File: config.mk
export PLATFORM = sky130hd
export DESIGN_NAME = bit_scan_index_line_number_flat
export DESIGN_NICKNAME = d
export VERILOG_FILES = /design/src/bsil_pkg.sv /design/src/bsil_if.sv /design/src/bit_scan_index_line_number.sv /design/src/flat_wrapper.sv
export SDC_FILE = /design/constraint.sdc
export NUM_CORES = 1
export LEC_CHECK = 0
export ABC_AREA = 1
export BUFFER_PORTS_ARGS = -buffer_cell sky130_fd_sc_hd__buf_2
export CAP_MARGIN = 20
export CORE_UTILIZATION = 58
export CTS_CLUSTER_DIAMETER = 100
export DETAILED_ROUTE_END_ITERATION = 8
export PLACE_DENSITY = 0.91
export SKIP_CTS_REPAIR_TIMING = 1
export SYNTH_ARGS = -nofsm -noshare
export SYNTH_HDL_FRONTEND = slang
export SYNTH_SLANG_ARGS = --single-unit
export TNS_END_PERCENT = 30
File: constraint.sdc
create_clock -name i_clk -period 9 [get_ports i_clk]
set_input_delay 0.45 -clock i_clk [delete_from_list [all_inputs] [get_ports i_clk]]
set_output_delay 0.45 -clock i_clk [all_outputs]
set_load 0.05 [all_outputs]
File: src/bsil_pkg.sv
// ----------------------------------------------------------------------------
// bsil_pkg
// shared constants and helpers for the marker bit index and line number block
// ----------------------------------------------------------------------------
package bsil_pkg;

    localparam int WORD_BITS = 64;
    localparam int FIELD_W   = 64;
    localparam int CHUNK     = 8;
    localparam int CHUNK_W   = $clog2(CHUNK);
    localparam int N_CHUNKS  = (WORD_BITS + CHUNK - 1) / CHUNK;
    localparam int PAD_BITS  = N_CHUNKS * CHUNK;
    localparam int CIDX_W    = (N_CHUNKS > 1) ? $clog2(N_CHUNKS) : 1;
    localparam int OFF_W     = CIDX_W + CHUNK_W;
    localparam int CNT_W     = $clog2(CHUNK + 1);

    typedef logic [CHUNK-1:0]    t_chunk;
    typedef logic [PAD_BITS-1:0] t_pad;
    typedef logic [FIELD_W-1:0]  t_field;

    // lowest set bit of a chunk, zero when empty
    function automatic logic [CHUNK_W-1:0] f_lowest(input t_chunk v);
        logic [CHUNK_W-1:0] r;
        r = '0;
        for (int k = CHUNK - 1; k >= 0; k--) begin
            if (v[k]) begin
                r = CHUNK_W'(k);
            end
        end
        return r;
    endfunction

    function automatic logic [CNT_W-1:0] f_count(input t_chunk v);
        logic [CNT_W-1:0] n;
        n = '0;
        for (int k = 0; k < CHUNK; k++) begin
            n = n + CNT_W'(v[k]);
        end
        return n;
    endfunction

endpackage

File: src/bsil_if.sv
// ----------------------------------------------------------------------------
// bsil_in_if / bsil_out_if
// valid/ready channels carrying input words and position results
// ----------------------------------------------------------------------------
interface bsil_in_if;
    logic                  valid;
    logic                  ready;
    bsil_pkg::t_field      marker_bits;
    bsil_pkg::t_field      break_bits;

    modport source (output valid, output marker_bits, output break_bits, input ready);
    modport sink   (input valid, input marker_bits, input break_bits, output ready);
endinterface

interface bsil_out_if;
    logic                  valid;
    logic                  ready;
    bsil_pkg::t_field      position;
    bsil_pkg::t_field      line_number;
    logic                  last_of_word;

    modport source (output valid, output position, output line_number,
                    output last_of_word, input ready);
    modport sink   (input valid, input position, input line_number,
                    input last_of_word, output ready);
endinterface

File: src/bit_scan_index_line_number.sv
// ----------------------------------------------------------------------------
// bit_scan_index_line_number
// emits absolute position and line number of every set marker bit
// ----------------------------------------------------------------------------
// i_in takes one item: a marker word and the aligned line-break word.
// o_out gives one item per set marker bit, lowest first: its absolute bit
// position, the count of break bits before it, and a flag on the last item
// of the word. A word with no marker bits gives no item.
// After an input item is accepted the block walks the word one 8-bit chunk
// per cycle through a single scan unit, holding on a chunk with a marker bit;
// such a chunk yields one item per cycle while the output register is free
// (empty or being taken) until its markers are used, then the walk moves on.
// A new word is not taken until the walk of the current one ends.
// i_in.ready is high only between words.
// Results pass through an output register; while o_out.ready is low the
// held item stays and the scan waits on its next result.
// Reset clears the word base and line counter to zero and empties the
// output register.
// ----------------------------------------------------------------------------
module bit_scan_index_line_number (
    input  logic              i_clk,
    input  logic              i_rst_n,
    bsil_in_if.sink           i_in,
    bsil_out_if.source        o_out
);

    localparam logic ST_IDLE = 1'b0;
    localparam logic ST_SCAN = 1'b1;

    logic                            r_state, n_state;
    bsil_pkg::t_pad                  r_marks, n_marks;
    bsil_pkg::t_pad                  r_breaks, n_breaks;
    logic [bsil_pkg::CIDX_W-1:0]     r_cidx, n_cidx;
    bsil_pkg::t_field                r_word_base, n_word_base;
    bsil_pkg::t_field                r_line, n_line;
    logic                            r_o_valid, n_o_valid;
    bsil_pkg::t_field                r_pos, n_pos;
    bsil_pkg::t_field                r_line_out, n_line_out;
    logic                            r_last, n_last;

    bsil_pkg::t_chunk                w_mchunk;
    bsil_pkg::t_chunk                w_bchunk;
    logic [bsil_pkg::CHUNK_W-1:0]    w_bit;
    bsil_pkg::t_chunk                w_below;
    bsil_pkg::t_chunk                w_onehot;
    bsil_pkg::t_pad                  w_cleared;
    logic [bsil_pkg::OFF_W-1:0]      w_off;
    logic                            w_slot_free;

    assign w_mchunk    = r_marks[bsil_pkg::CHUNK-1:0];
    assign w_bchunk    = r_breaks[bsil_pkg::CHUNK-1:0];
    assign w_bit       = bsil_pkg::f_lowest(w_mchunk);
    assign w_onehot    = bsil_pkg::t_chunk'(1) << w_bit;
    assign w_below     = w_onehot - bsil_pkg::t_chunk'(1);
    assign w_cleared   = r_marks & ~bsil_pkg::t_pad'(w_onehot);
    assign w_off       = (bsil_pkg::OFF_W'(r_cidx) << bsil_pkg::CHUNK_W)
                       | bsil_pkg::OFF_W'(w_bit);
    assign w_slot_free = !r_o_valid || o_out.ready;

    always_comb begin
        n_state     = r_state;
        n_marks     = r_marks;
        n_breaks    = r_breaks;
        n_cidx      = r_cidx;
        n_word_base = r_word_base;
        n_line      = r_line;
        n_o_valid   = r_o_valid && !o_out.ready;
        n_pos       = r_pos;
        n_line_out  = r_line_out;
        n_last      = r_last;
        case (r_state)
            ST_IDLE: begin
                if (i_in.valid) begin
                    n_marks  = bsil_pkg::t_pad'(i_in.marker_bits[bsil_pkg::WORD_BITS-1:0]);
                    n_breaks = bsil_pkg::t_pad'(i_in.break_bits[bsil_pkg::WORD_BITS-1:0]);
                    n_cidx   = '0;
                    n_state  = ST_SCAN;
                end
            end
            ST_SCAN: begin
                if (w_mchunk != '0) begin
                    if (w_slot_free) begin
                        n_o_valid  = 1'b1;
                        n_pos      = r_word_base + bsil_pkg::FIELD_W'(w_off);
                        n_line_out = r_line
                                   + bsil_pkg::FIELD_W'(bsil_pkg::f_count(w_bchunk & w_below));
                        n_last     = (w_cleared == '0);
                        n_marks    = w_cleared;
                    end
                end else begin
                    n_line   = r_line + bsil_pkg::FIELD_W'(bsil_pkg::f_count(w_bchunk));
                    n_marks  = r_marks >> bsil_pkg::CHUNK;
                    n_breaks = r_breaks >> bsil_pkg::CHUNK;
                    if (r_cidx == bsil_pkg::CIDX_W'(bsil_pkg::N_CHUNKS - 1)) begin
                        n_word_base = r_word_base + bsil_pkg::FIELD_W'(bsil_pkg::WORD_BITS);
                        n_state     = ST_IDLE;
                    end else begin
                        n_cidx = r_cidx + bsil_pkg::CIDX_W'(1);
                    end
                end
            end
            default: begin
                n_state = ST_IDLE;
            end
        endcase
    end

    always_ff @(posedge i_clk) begin
        if (!i_rst_n) begin
            r_state     <= ST_IDLE;
            r_word_base <= '0;
            r_line      <= '0;
            r_o_valid   <= 1'b0;
            r_cidx      <= '0;
        end else begin
            r_state     <= n_state;
            r_word_base <= n_word_base;
            r_line      <= n_line;
            r_o_valid   <= n_o_valid;
            r_cidx      <= n_cidx;
        end
    end

    always_ff @(posedge i_clk) begin
        r_marks    <= n_marks;
        r_breaks   <= n_breaks;
        r_pos      <= n_pos;
        r_line_out <= n_line_out;
        r_last     <= n_last;
    end

    assign i_in.ready         = (r_state == ST_IDLE);
    assign o_out.valid        = r_o_valid;
    assign o_out.position     = r_pos;
    assign o_out.line_number  = r_line_out;
    assign o_out.last_of_word = r_last;

endmodule

File: src/flat_wrapper.sv
// flat-port wrapper written by rule: the top's interface ports become plain ports
module bit_scan_index_line_number_flat 
  (i_clk, i_rst_n, i_in_valid, i_in_marker_bits, i_in_break_bits, i_in_ready, o_out_valid, o_out_position, o_out_line_number, o_out_last_of_word, o_out_ready);
  bsil_in_if i_in_i ();
  bsil_out_if o_out_i ();
  input  logic i_clk;
  input  logic i_rst_n;
  input wire logic [$bits(i_in_i.valid)-1:0] i_in_valid;
  input wire logic [$bits(i_in_i.marker_bits)-1:0] i_in_marker_bits;
  input wire logic [$bits(i_in_i.break_bits)-1:0] i_in_break_bits;
  output wire logic [$bits(i_in_i.ready)-1:0] i_in_ready;
  output wire logic [$bits(o_out_i.valid)-1:0] o_out_valid;
  output wire logic [$bits(o_out_i.position)-1:0] o_out_position;
  output wire logic [$bits(o_out_i.line_number)-1:0] o_out_line_number;
  output wire logic [$bits(o_out_i.last_of_word)-1:0] o_out_last_of_word;
  input wire logic [$bits(o_out_i.ready)-1:0] o_out_ready;
  assign i_in_i.valid = i_in_valid;
  assign i_in_i.marker_bits = i_in_marker_bits;
  assign i_in_i.break_bits = i_in_break_bits;
  assign i_in_ready = i_in_i.ready;
  assign o_out_valid = o_out_i.valid;
  assign o_out_position = o_out_i.position;
  assign o_out_line_number = o_out_i.line_number;
  assign o_out_last_of_word = o_out_i.last_of_word;
  assign o_out_i.ready = o_out_ready;
  bit_scan_index_line_number u_core (.i_clk(i_clk), .i_rst_n(i_rst_n), .i_in(i_in_i), .o_out(o_out_i));
endmodule
==> impl_results.md, run 1 <==
* P_int at 3.16 mW
* CTS buffer count at 41
* Min-Delay Path Class: in2reg
* Gr usage total at 32.3%
* Yosys top cell area share at 40.4%
* Layout area overhead at 16.3%
* CP Launch Type: flop
* Dominant synthesized flop cell: edfxtp_1
* Worst EP arrival at 6.39 ns
* Top cells by area, synth: edfxtp_1, nand2_1, dfxtp_1
* Reg2reg path depth at 23
* Critical Path RT at slightly above 9 ns
* Remaining Overflow, GRT at 0
* Clock-pin transition on the worst setup and hold timing paths at 0.07 ns
* Via count at 16600
* Vias/cell at 5.48
* RSZ-0062 raised after global routing: no
* Ports at 263
* Starting density of the core at between 50% and 60%
* Post-synth EDFFs at 257
* Synth area leader: edfxtp_1
* Starting DRT DRC Count at 1571
* Register area share after synthesis at a little over half
* Fin crit share at around two thirds
* Clock power frac at 41.1%
* Hold Crit Start: i_in_break_bits[49]
* Global-route wire length before repair at 84.3 mm
* Layout cells sized above 1 at 15.4%
* Vias in the first global route at 16000
* Fmax at around 160 MHz
* Worst setup EP type: flop
* Mapped Area at 19100 um2
* Synth warn at 0
* H-tree lvl count at 2
* Initial antenna violation count at 2
* # fillers at ~2600
* Port bufs at 262
* Die width at 183 um
* Fin area at 22200 um2
* Hold Slack at 0.175 ns
* #FFs+latches synth at 384
* Netlist cell types at 50
* Final Power at 4.23 mW
* Final ANT Viol Nets at 0
* Core Box Area at 32500 um2
* Final WL at around 54 mm
* Slew of the pin with the lowest slew margin at just over 1 ns
* Crit path to: u_core.o_out.line_number[32]$_DFFE_PP_
* Final Worst Setup Slack at 2.89 ns
* Reg power frac at 47.8%
* TritonRoute pass-1 iters at 6
* Critical path fanouts, max at 6
* Setup violations, final at 0
* Worst slack, placed at 2.96 ns
* Post-synth ARST share at 0%
* Sw frac at 25.3%
* Syn Area/Cell at 8.34 um2
* Worst vdd ir at between 200 and 250 uV
* Outcome: completed
* Setup TNS Final at 0 ns
* Largest net degree at the start of global routing at 90
* Reg-to-reg startpoint: u_core.r_marks[5]$_DFFE_PP_
* R2r setup slk at around 2.9 ns
* CTS max path bufs at 3
* Min Tclk post-route at 6.11 ns
* Final hold violation count at 0
* Mapped Cells at 2288
* CTS tree: done
* Net switching power at around 1.1 mW
* Lkg Pwr at 8.95 nW
* Die area at between 30000 and 40000 um2
* Syn_nets at 2448
* Combinational Power Share at 11.1%
* Clk Latency, worst-skew pair at between 0.5 and 0.6 ns
* Worst Setup SP: u_core.r_marks[5]$_DFFE_PP_
* R2r endpoint: u_core.o_out.line_number[32]$_DFFE_PP_
* Chip Height at ~180 um
* Max-slew violation count at 0
* Cell Area, Placed at 20800 um2
* DRC viols at 0
* Power per cell area at about 190 nW/um2
* Max-cap violations at 0
* Critical path class: reg2reg
* Gpl congestion at 1.01
* Row cnt at 66
* Max Clock Skew at 0.0179 ns
* TritonCTS Sinks at 384
* WL per Instance at 18.0 um
* Detail Placement HPWL at ~40 mm
* Root buf cell: clkbuf_16
* Number of nets in the layout at ~2700
* Rel. slew slack at 32.6%
-- layout make-up --
type	instances	area, um2	area share (%)
clock buffer	52	1140	5.13
antenna	1	2.50	0.0113
tap	442	553	2.49
multi-input combinational	1580	7610	34.3
sequential	384	10300	46.2
timing repair buffer	271	1380	6.21
clock inverter	23	243	1.09
inverter	271	1020	4.59
-- sequential cells by signal (all words and copies together) (netlist names) --
name and cells:
u_core.o_out.last_of_word 1, u_core.o_out.line_number 64, u_core.o_out.position 64, u_core.o_out.valid 1, u_core.r_breaks 64, u_core.r_cidx 3
u_core.r_line 64, u_core.r_marks 64, u_core.r_state 1, u_core.r_word_base 58
-- logic make-up after synthesis --
logic type               Yosys count  share of synthesized area [%]
buffers and inverters            324                           6.50
other                              1                         0.0196
flip-flops                       384                           53.7
adder cells (fa/ha/maj)           28                           2.23
XOR/XNOR                          86                           3.94
AND/OR/NAND/NOR                 1253                           27.6
AO/OA/AOI/OAI                    212                           5.94
-- critical path: stages (launching register included) --
cell,delay (ns)
edfxtp_1,0.42
nor2_2,0.16
o21ai_0,0.14
a21oi_1,0.39
inv_1,0.11
nand2_1,0.09
inv_1,0.07
nand2_1,0.07
ha_1,0.22
nor2_1,0.11
ha_1,0.24
inv_1,0.09
fa_1,0.42
fa_1,0.51
fa_1,0.48
fa_1,0.49
fa_1,0.46
o21ai_2,0.31
nand2_2,0.18
nor2_2,0.26
nand2_1,0.11
nor2_1,0.24
nand2_1,0.11
xor2_1,0.16
-- worst min-delay path by stage --
stage,cells after the start,slack (ns),endpoint
finish,3,0.18,u_core.r_breaks[49]$_DFFE_PP_
global route,3,0.17,u_core.r_breaks[35]$_DFFE_PP_
CTS,3,0.16,u_core.r_breaks[52]$_DFFE_PP_
detailed placement,0,0.46,u_core.o_out.position[63]$_DFFE_PP_
global placement,0,0.45,u_core.o_out.position[4]$_DFFE_PP_
floorplan,0,0.43,u_core.o_out.position[63]$_DFFE_PP_
-- stage by stage --
| stage | utilization [%] | instances |
|---|---|---|
| detailed placement | 64.2 | 2948 |
| global route | 68.4 | 3023 |
| global placement | 64.2 | 2948 |
| finish | 68.4 | 3024 |
| CTS | 68.4 | 3023 |
| floorplan | - | 2288 |
-- routing by layer --
metal	up-vias	routed length (um)	GRT usage (%)
li1	7932	-	-
met5	-	13	0
met1	7684	21400	41.1
met4	2	1790	11.4
met3	118	5000	6.36
met2	845	26200	54.7
-- synthesized netlist by cell type, types with 27 or more instances --
library cell  number
inv_1            264
o21ai_0           93
dfxtp_1          127
a21oi_1           93
edfxtp_1         257
nand2_1          719
clkbuf_1          35
xnor2_1           27
nor2_1           300
xor2_1            59
nand3_1           81
nand4_1           58
nor3_1            33
-- power by group through the flow --
stage | logic (mW) | clock network, mW | registers (mW)
2_1_floorplan | 0.216 | 0 | 2.18
3_3_place_gp | 0.450 | 0 | 2.06
3_5_place_dp | 0.467 | 0 | 2.06
4_1_cts | 0.471 | 1.75 | 2.02
5_1_grt | 0.517 | 1.82 | 2.03
6_report | 0.469 | 1.74 | 2.02
-- placed cells by master, fill, tap and decap left out, types with 9 or more instances in the layout --
cell	instances
a21oi_1	93
buf_2	262
buf_4	9
clkbuf_16	43
dfxtp_1	126
edfxtp_1	257
fa_1	10
ha_1	18
inv_1	264
nand2_1	719
nand2_2	9
nand3_1	81
nand4_1	58
nor2_1	298
nor2_2	22
nor3_1	33
o21ai_0	93
xnor2_1	27
xor2_1	59
Note: power is estimated with default switching activity, not from simulation.
==> inputs of run 2 (changes only) <==
- CORE_UTILIZATION: 58 -> 52
- PLACE_DENSITY: 0.91 -> 0.87
- clock period: 9 -> 5.5 ns (I/O delays scaled with it)
==> impl_results.md, run 2 (synthesis gave the netlist of run 1 again) <==
* Outcome: finished with violations (was completed)
* Violated checks: hold timing
* Min-Delay Path Class: in2reg (unchanged)
* Reg2reg path depth at 24 (was 23)
* Detail Placement HPWL at 40.9 mm (was 40.2 mm)
* Worst EP arrival at 5.65 ns (was 6.39 ns)
* Critical Path RT at 5.81 ns (was 9.27 ns)
* Via count at 16800 (was 16600)
* CTS buffer count at 41 (unchanged)
* Setup TNS Final at 0 ns (unchanged)
* Rel. slew slack at 28.5% (was 32.6%)
* Row cnt at 69 (was 66)
* Max-slew violation count at 0 (unchanged)
* Max-cap violations at 0 (unchanged)
* Fmax at 187 MHz (was 164 MHz)
* Vias in the first global route at 15900 (was 16000)
* Final Worst Setup Slack at 0.162 ns (was 2.89 ns)
* Clock-pin transition on the worst setup and hold timing paths at 0.06 ns (was 0.07 ns)
* Cell Area, Placed at 21100 um2 (was 20800 um2)
* Hold Slack at -0.0152 ns (was 0.175 ns)
* Largest net degree at the start of global routing at 114 (was 90)
* WL per Instance at 18.1 um (was 18.0 um)
* Gr usage total at 28.9% (was 32.3%)
* Vias/cell at 5.44 (was 5.48)
* Chip Height at 194 um (was 183 um)
* Die width at 194 um (was 183 um)
* Clk Latency, worst-skew pair at 0.56 ns (was 0.54 ns)
* Core Box Area at 35800 um2 (was 32500 um2)
* Slew of the pin with the lowest slew margin at 1.07 ns (was 1.01 ns)
* Remaining Overflow, GRT at 0 (unchanged)
* R2r setup slk at 0.16 ns (was 2.89 ns)
* Lkg Pwr at 9.23 nW (was 8.95 nW)
* Placed cells at 2994 (was 2948)
* Fin crit share at 97.1% (was 67.9%)
* DRC viols at 0 (unchanged)
* Endpoint, Worst Hold: u_core.r_breaks[27]$_DFFE_PP_ (was u_core.r_breaks[49]$_DFFE_PP_)
* Setup violations, final at 0 (unchanged)
* Critical path class: reg2reg (unchanged)
* Power per cell area at 312 nW/um2 (was 191 nW/um2)
* Port bufs at 262 (unchanged)
* Worst setup EP type: flop (unchanged)
* CP Launch Type: flop (unchanged)
* Final cell count without fillers at 3092 (was 3024)
* Worst slack, placed at -0.167 ns (was 2.96 ns)
* Starting density of the core at 53.3% (was 58.8%)
* Min Tclk post-route at 5.34 ns (was 6.11 ns)
* Max Clock Skew at 0.0247 ns (was 0.0179 ns)
* Ports at 263 (unchanged)
* CTS tree: done (unchanged)
* CTS max path bufs at 3 (unchanged)
* Global-route wire length before repair at 84.5 mm (was 84.3 mm)
* Initial antenna violation count at 5 (was 2)
* R2r endpoint: u_core.o_out.line_number[35]$_DFFE_PP_ (was u_core.o_out.line_number[32]$_DFFE_PP_)
* Starting DRT DRC Count at 1410 (was 1571)
* H-tree lvl count at 2 (unchanged)
* Hold Crit Start: i_in_break_bits[27] (was i_in_break_bits[49])
* Critical path fanouts, max at 6 (unchanged)
* Final WL at 56.1 mm (was 54.4 mm)
* Final hold violation count at 6 (was 0)
* Final ANT Viol Nets at 0 (unchanged)
* Number of nets in the layout at 2758 (was 2709)
* TritonCTS Sinks at 384 (unchanged)
* Fin area at 22900 um2 (was 22200 um2)
* Die area at 37500 um2 (was 33600 um2)
* Commonest non-fill, non-tap cell in the layout: nand2_1 (unchanged)
* Final Util at 63.8% (was 68.4%)
* TritonRoute pass-1 iters at 5 (was 6)
* Gpl congestion at 0.947 (was 1.01)
* Hold path cells at 3 (unchanged)
* Leading cell types in the layout, fill and taps excluded: nand2_1, nor2_1, buf_2, inv_1, edfxtp_1 (was nand2_1, nor2_1, inv_1, buf_2, edfxtp_1)
* Layout area overhead at 19.7% (was 16.3%)
* Layout cells sized above 1 at 17.7% (was 15.4%)
* Reg-to-reg startpoint: u_core.r_marks[6]$_DFFE_PP_ (was u_core.r_marks[5]$_DFFE_PP_)
* Root buf cell: clkbuf_16 (unchanged)
* Worst vdd ir at 394 uV (was 203 uV)
* Final Power at 7.13 mW (was 4.23 mW)
## run 2: power breakdown
group	switching, mW	internal (mW)	total, mW
clock	1.17	1.81	2.98
sequential	0.0562	3.26	3.31
combinational	0.578	0.256	0.834
total	1.80	5.32	7.13
## run 2: cell type report
type,count,area [um2]
antenna,3,7.51
clock buffer,48,1100
clock inverter,25,333
fill,2885,13000
inverter,271,1020
multi-input combinational,1580,7760
sequential,384,10300
tap,461,577
timing repair buffer,320,1800
## run 2: worst max path at each step
stage / from / endpoint / slack (ns) / cells past startpoint
3_3_place_gp: u_core.r_marks[6]$_DFFE_PP_ / u_core.o_out.line_number[62]$_DFFE_PP_ / 0.01 / 22
2_1_floorplan: u_core.r_marks[2]$_DFFE_PP_ / u_core.r_breaks[0]$_DFFE_PP_ / -1.05 / 5
3_5_place_dp: u_core.r_marks[6]$_DFFE_PP_ / u_core.o_out.line_number[50]$_DFFE_PP_ / -0.17 / 22
5_1_grt: u_core.r_marks[6]$_DFFE_PP_ / u_core.o_out.line_number[35]$_DFFE_PP_ / -0.03 / 24
6_report: u_core.r_marks[6]$_DFFE_PP_ / u_core.o_out.line_number[35]$_DFFE_PP_ / 0.16 / 24
4_1_cts: u_core.r_marks[6]$_DFFE_PP_ / u_core.o_out.line_number[60]$_DFFE_PP_ / -0.17 / 22
## run 2: critical path: stages (launching register included)
cell and delay [ns]:
edfxtp_1 0.44, o21ai_1 0.17, nand2_1 0.11, nand2_1 0.10, nand2_2 0.09, a21oi_4 0.20
nand2_2 0.09, ha_4 0.26, nor2_2 0.03, ha_1 0.29, inv_2 0.07, fa_1 0.43
fa_1 0.50, fa_2 0.38, fa_2 0.62, inv_2 0.05, ha_4 0.25, nand3_2 0.06
nand2_2 0.09, nand2_2 0.07, a21oi_4 0.20, nand2_2 0.12, nor2_4 0.21, nand2_1 0.09
xor2_1 0.18
## run 2: layer usage
layer  global-route usage [%]  wire length, um
met5                        0               21
met4                     11.3             1940
met3                     7.15             5370
met2                     47.0            26300
met1                     37.2            22400
==> inputs of run 3 (changes only) <==
- ABC_AREA: 1 -> default
- CORE_UTILIZATION: 52 -> 45
- PLACE_DENSITY: 0.87 -> 0.76
- clock period: 5.5 -> 6.44 ns (I/O delays scaled with it)
==> impl_results.md, run 3 <==
* Final Power at 5.68 mW (was 7.13 mW)
* Gpl congestion at 0.914 (was 0.947)
* Critical path fanouts, max at 10 (was 6)
* Dominant synthesized flop cell: edfxtp_1 (unchanged)
* Number of nets in the layout at 1959 (was 2758)
* Syn Area/Cell at 11.3 um2 (was 8.34 um2)
* Setup violations, final at 0 (unchanged)
* Starting DRT DRC Count at 1021 (was 1410)
* Vias/cell at 5.70 (was 5.44)
* #FFs+latches synth at 384 (unchanged)
* CTS max path bufs at 3 (unchanged)
* Yosys top cell area share at 44.0% (was 40.4%)
* Chip Height at 200 um (was 194 um)
* CP Launch Type: flop (unchanged)
* Commonest non-fill, non-tap cell in the layout: buf_2 (was nand2_1)
* Worst EP arrival at 6.48 ns (was 5.65 ns)
* XOR/XNOR share of the synthesized area at 5.14% (was 3.94%)
* Min-Delay Path Class: in2reg (unchanged)
* Vias in the first global route at 12600 (was 15900)
* Leading cell types in the layout, fill and taps excluded: buf_2, edfxtp_1, nand2_1, dfxtp_1, nor2_1 (was nand2_1, nor2_1, buf_2, inv_1, edfxtp_1)
* Max-cap violations at 0 (unchanged)
* CTS tree: done (unchanged)
* Main combinational cell family by area after synthesis: simple AND/OR/NAND/NOR gates (unchanged)
* Mapped Area at 17600 um2 (was 19100 um2)
* Row cnt at 71 (was 69)
* Slowest-stage cell, CP: or4_4 (was fa_2)
* Post-synthesis simple-gate area fraction at 17.9% (was 27.6%)
* Mux contribution to synthesized area at 3.94% (was 0%)
* TritonCTS Sinks at 384 (unchanged)
* Power per cell area at 273 nW/um2 (was 312 nW/um2)
* Final Worst Setup Slack at 0.286 ns (was 0.162 ns)
* Mapped Cells at 1554 (was 2288)
* Synth area leader: edfxtp_1 (unchanged)
* Ports at 263 (unchanged)
* Adder-Cell Fraction of Synth Area at 2.48% (was 2.23%)
* Count leader, synth: edfxtp_1 (was nand2_1)
* Critical-path cell list: or4_4 > nand2_1 > inv_1 > nor2_1 > nand2_1 > ha_2 > or3_1 > a21boi_1 > o21ai_0 > fa_1 > fa_1 > fa_2 > fa_2 > inv_1 > ha_1 > a211oi_1 > o21bai_1 > buf_4 > nand2_1 > buf_4 > or3_1 > xnor2_1 (was o21ai_1 > nand2_1 > nand2_1 > nand2_2 > a21oi_4 > nand2_2 > ha_4 > nor2_2 > ha_1 > inv_2 > fa_1 > fa_1 > fa_2 > fa_2 > inv_2 > ha_4 > nand3_2 > nand2_2 > nand2_2 > a21oi_4 > nand2_2 > nor2_4 > nand2_1 > xor2_1)
* Endpoint, Worst Hold: u_core.r_marks[24]$_DFFE_PP_ (was u_core.r_breaks[27]$_DFFE_PP_)
* Critical Path RT at 6.77 ns (was 5.81 ns)
* Post-synth EDFFs at 257 (unchanged)
* Synth Area in Compound Gates at 9.41% (was 5.94%)
* Worst vdd ir at 248 uV (was 394 uV)
* Syn_nets at 1714 (was 2448)
* Synth warn at 0 (unchanged)
* Clock-pin transition on the worst setup and hold timing paths at 0.06 ns (about the same)
* TritonRoute pass-1 iters at 7 (was 5)
* Critical path class: reg2reg (unchanged)
* Final WL at 44.0 mm (was 56.1 mm)
* Buf/Inv on CP at 4 (was 2)
* CTS buffer count at 41 (unchanged)
* Starting density of the core at 46.2% (was 53.3%)
* Worst slack, placed at 0.0269 ns (was -0.167 ns)
* Clk Latency, worst-skew pair at 0.58 ns (was 0.56 ns)
* Rel. slew slack at 32.9% (was 28.5%)
* Die width at 200 um (was 194 um)
* Layout area overhead at 18.4% (was 19.7%)
* Reg2reg path depth at 22 (was 24)
* Max Clock Skew at 0.0174 ns (was 0.0247 ns)
* Hold Slack at 0.0370 ns (was -0.0152 ns)
* Fmax at 163 MHz (was 187 MHz)
* Most Frequent Cell on Critical Path: nand2_1 (was nand2_2)
* H-tree lvl count at 2 (unchanged)
* Cell Area, Placed at 19400 um2 (was 21100 um2)
* Core Box Area at 38000 um2 (was 35800 um2)
* Final cell count without fillers at 2349 (was 3092)
* R2r endpoint: u_core.o_out.line_number[19]$_DFFE_PP_ (was u_core.o_out.line_number[35]$_DFFE_PP_)
* Post-synth ARST share at 0% (unchanged)
* Hold path cells at 2 (was 3)
* Final hold violation count at 0 (was 6)
* Outcome: completed (was finished with violations)
* Reg-to-reg startpoint: u_core.r_marks[6]$_DFFE_PP_ (unchanged)
* DRC viols at 0 (unchanged)
* Fin crit share at 95.6% (was 97.1%)
* Hold Crit Start: i_in_marker_bits[24] (was i_in_break_bits[27])
* Root buf cell: clkbuf_16 (unchanged)
* Via count at 13400 (was 16800)
* Synth top cells by count: edfxtp_1, nand2_1, dfxtp_1, nor2_1, a21oi_1 (was nand2_1, nor2_1, inv_1, edfxtp_1, dfxtp_1)
* Final ANT Viol Nets at 0 (unchanged)
* Global-route wire length before repair at 67.6 mm (was 84.5 mm)
* Gr usage total at 21.9% (was 28.9%)
* Lkg Pwr at 7.37 nW (was 9.23 nW)
* Initial antenna violation count at 17 (was 5)
* Setup TNS Final at 0 ns (unchanged)
* Largest net degree at the start of global routing at 106 (was 114)
* Min Tclk post-route at 6.15 ns (was 5.34 ns)
* Worst setup EP type: flop (unchanged)
* Top cells by area, synth: edfxtp_1, dfxtp_1, mux2_2 (was edfxtp_1, nand2_1, dfxtp_1)
* Placed cells at 2264 (was 2994)
* Remaining Overflow, GRT at 0 (unchanged)
* Register area share after synthesis at 58.4% (was 53.7%)
* Final Util at 54.7% (was 63.8%)
* Detail Placement HPWL at 30.6 mm (was 40.9 mm)
* Die area at 39800 um2 (was 37500 um2)
* CP max stage delay at 0.57 ns (was 0.62 ns)
* Netlist cell types at 60 (was 50)
* Max-slew violation count at 0 (unchanged)
* R2r setup slk at 0.29 ns (was 0.16 ns)
* WL per Instance at 18.7 um (was 18.1 um)
* Fin area at 20800 um2 (was 22900 um2)
* Layout cells sized above 1 at 23.1% (was 17.7%)
* Delay-heaviest family, CP: adder cells (unchanged)
* RSZ-0062 raised after global routing: no
* # fillers at 3344 (was 2885)
* Port bufs at 262 (unchanged)
* Slew of the pin with the lowest slew margin at 1.00 ns (was 1.07 ns)
run 3: area by class of cell:
cell class / instances / area [um2] / area share, %
Antenna cell: 9 / 22.5 / 0.108
Clock buffer: 57 / 1130 / 5.42
Clock inverter: 16 / 146 / 0.704
Inverter: 41 / 155 / 0.747
Multi-Input combinational cell: 1047 / 6900 / 33.2
Sequential cell: 384 / 10300 / 49.4
Tap cell: 511 / 639 / 3.08
Timing Repair Buffer: 284 / 1530 / 7.36
run 3: how the worst max path moves through the flow:
| stage | start | to | slack, ns | depth (start not counted) |
|---|---|---|---|---|
| floorplan | u_core.r_marks[6]$_DFFE_PP_ | u_core.o_out.line_number[38]$_DFFE_PP_ | 0.29 | 20 |
| global placement | u_core.r_marks[6]$_DFFE_PP_ | u_core.o_out.line_number[52]$_DFFE_PP_ | 0.25 | 20 |
| detailed placement | u_core.r_marks[6]$_DFFE_PP_ | u_core.o_out.line_number[52]$_DFFE_PP_ | 0.03 | 20 |
| CTS | u_core.r_marks[6]$_DFFE_PP_ | u_core.o_out.line_number[52]$_DFFE_PP_ | 0.01 | 20 |
| global route | u_core.r_marks[6]$_DFFE_PP_ | u_core.o_out.line_number[19]$_DFFE_PP_ | 0.003 | 22 |
| finish | u_core.r_marks[6]$_DFFE_PP_ | u_core.o_out.line_number[19]$_DFFE_PP_ | 0.29 | 22 |
run 3: metal layers:
layer	GRT usage (%)	up-vias	share of wire (%)
li1	-	6325	-
met1	27.6	6381	41
met2	36.0	573	47
met3	6.85	97	9.3
met4	6.53	12	2.3
met5	0	-	0.15
run 3: cell families (layout without fill, tap and decap cells):
kind of cell | after synthesis | after routing
other | 1 | 10
buffers and inverters | 123 | 398
DFF | 384 | 384
AOI/OAI and AO/OA | 251 | 251
and+or+nand+nor | 601 | 601
muxes | 62 | 62
adders and majority gates | 29 | 29
xor gates and xnor gates | 103 | 103
run 3: report_power, final:
| part | leakage, nW | switching [mW] | internal, mW |
|---|---|---|---|
| logic | 3.22 | 0.389 | 0.195 |
| registers | 3.52 | 0.0575 | 2.75 |
| clock network | 0.620 | 0.974 | 1.31 |
| total | 7.37 | 1.42 | 4.26 |
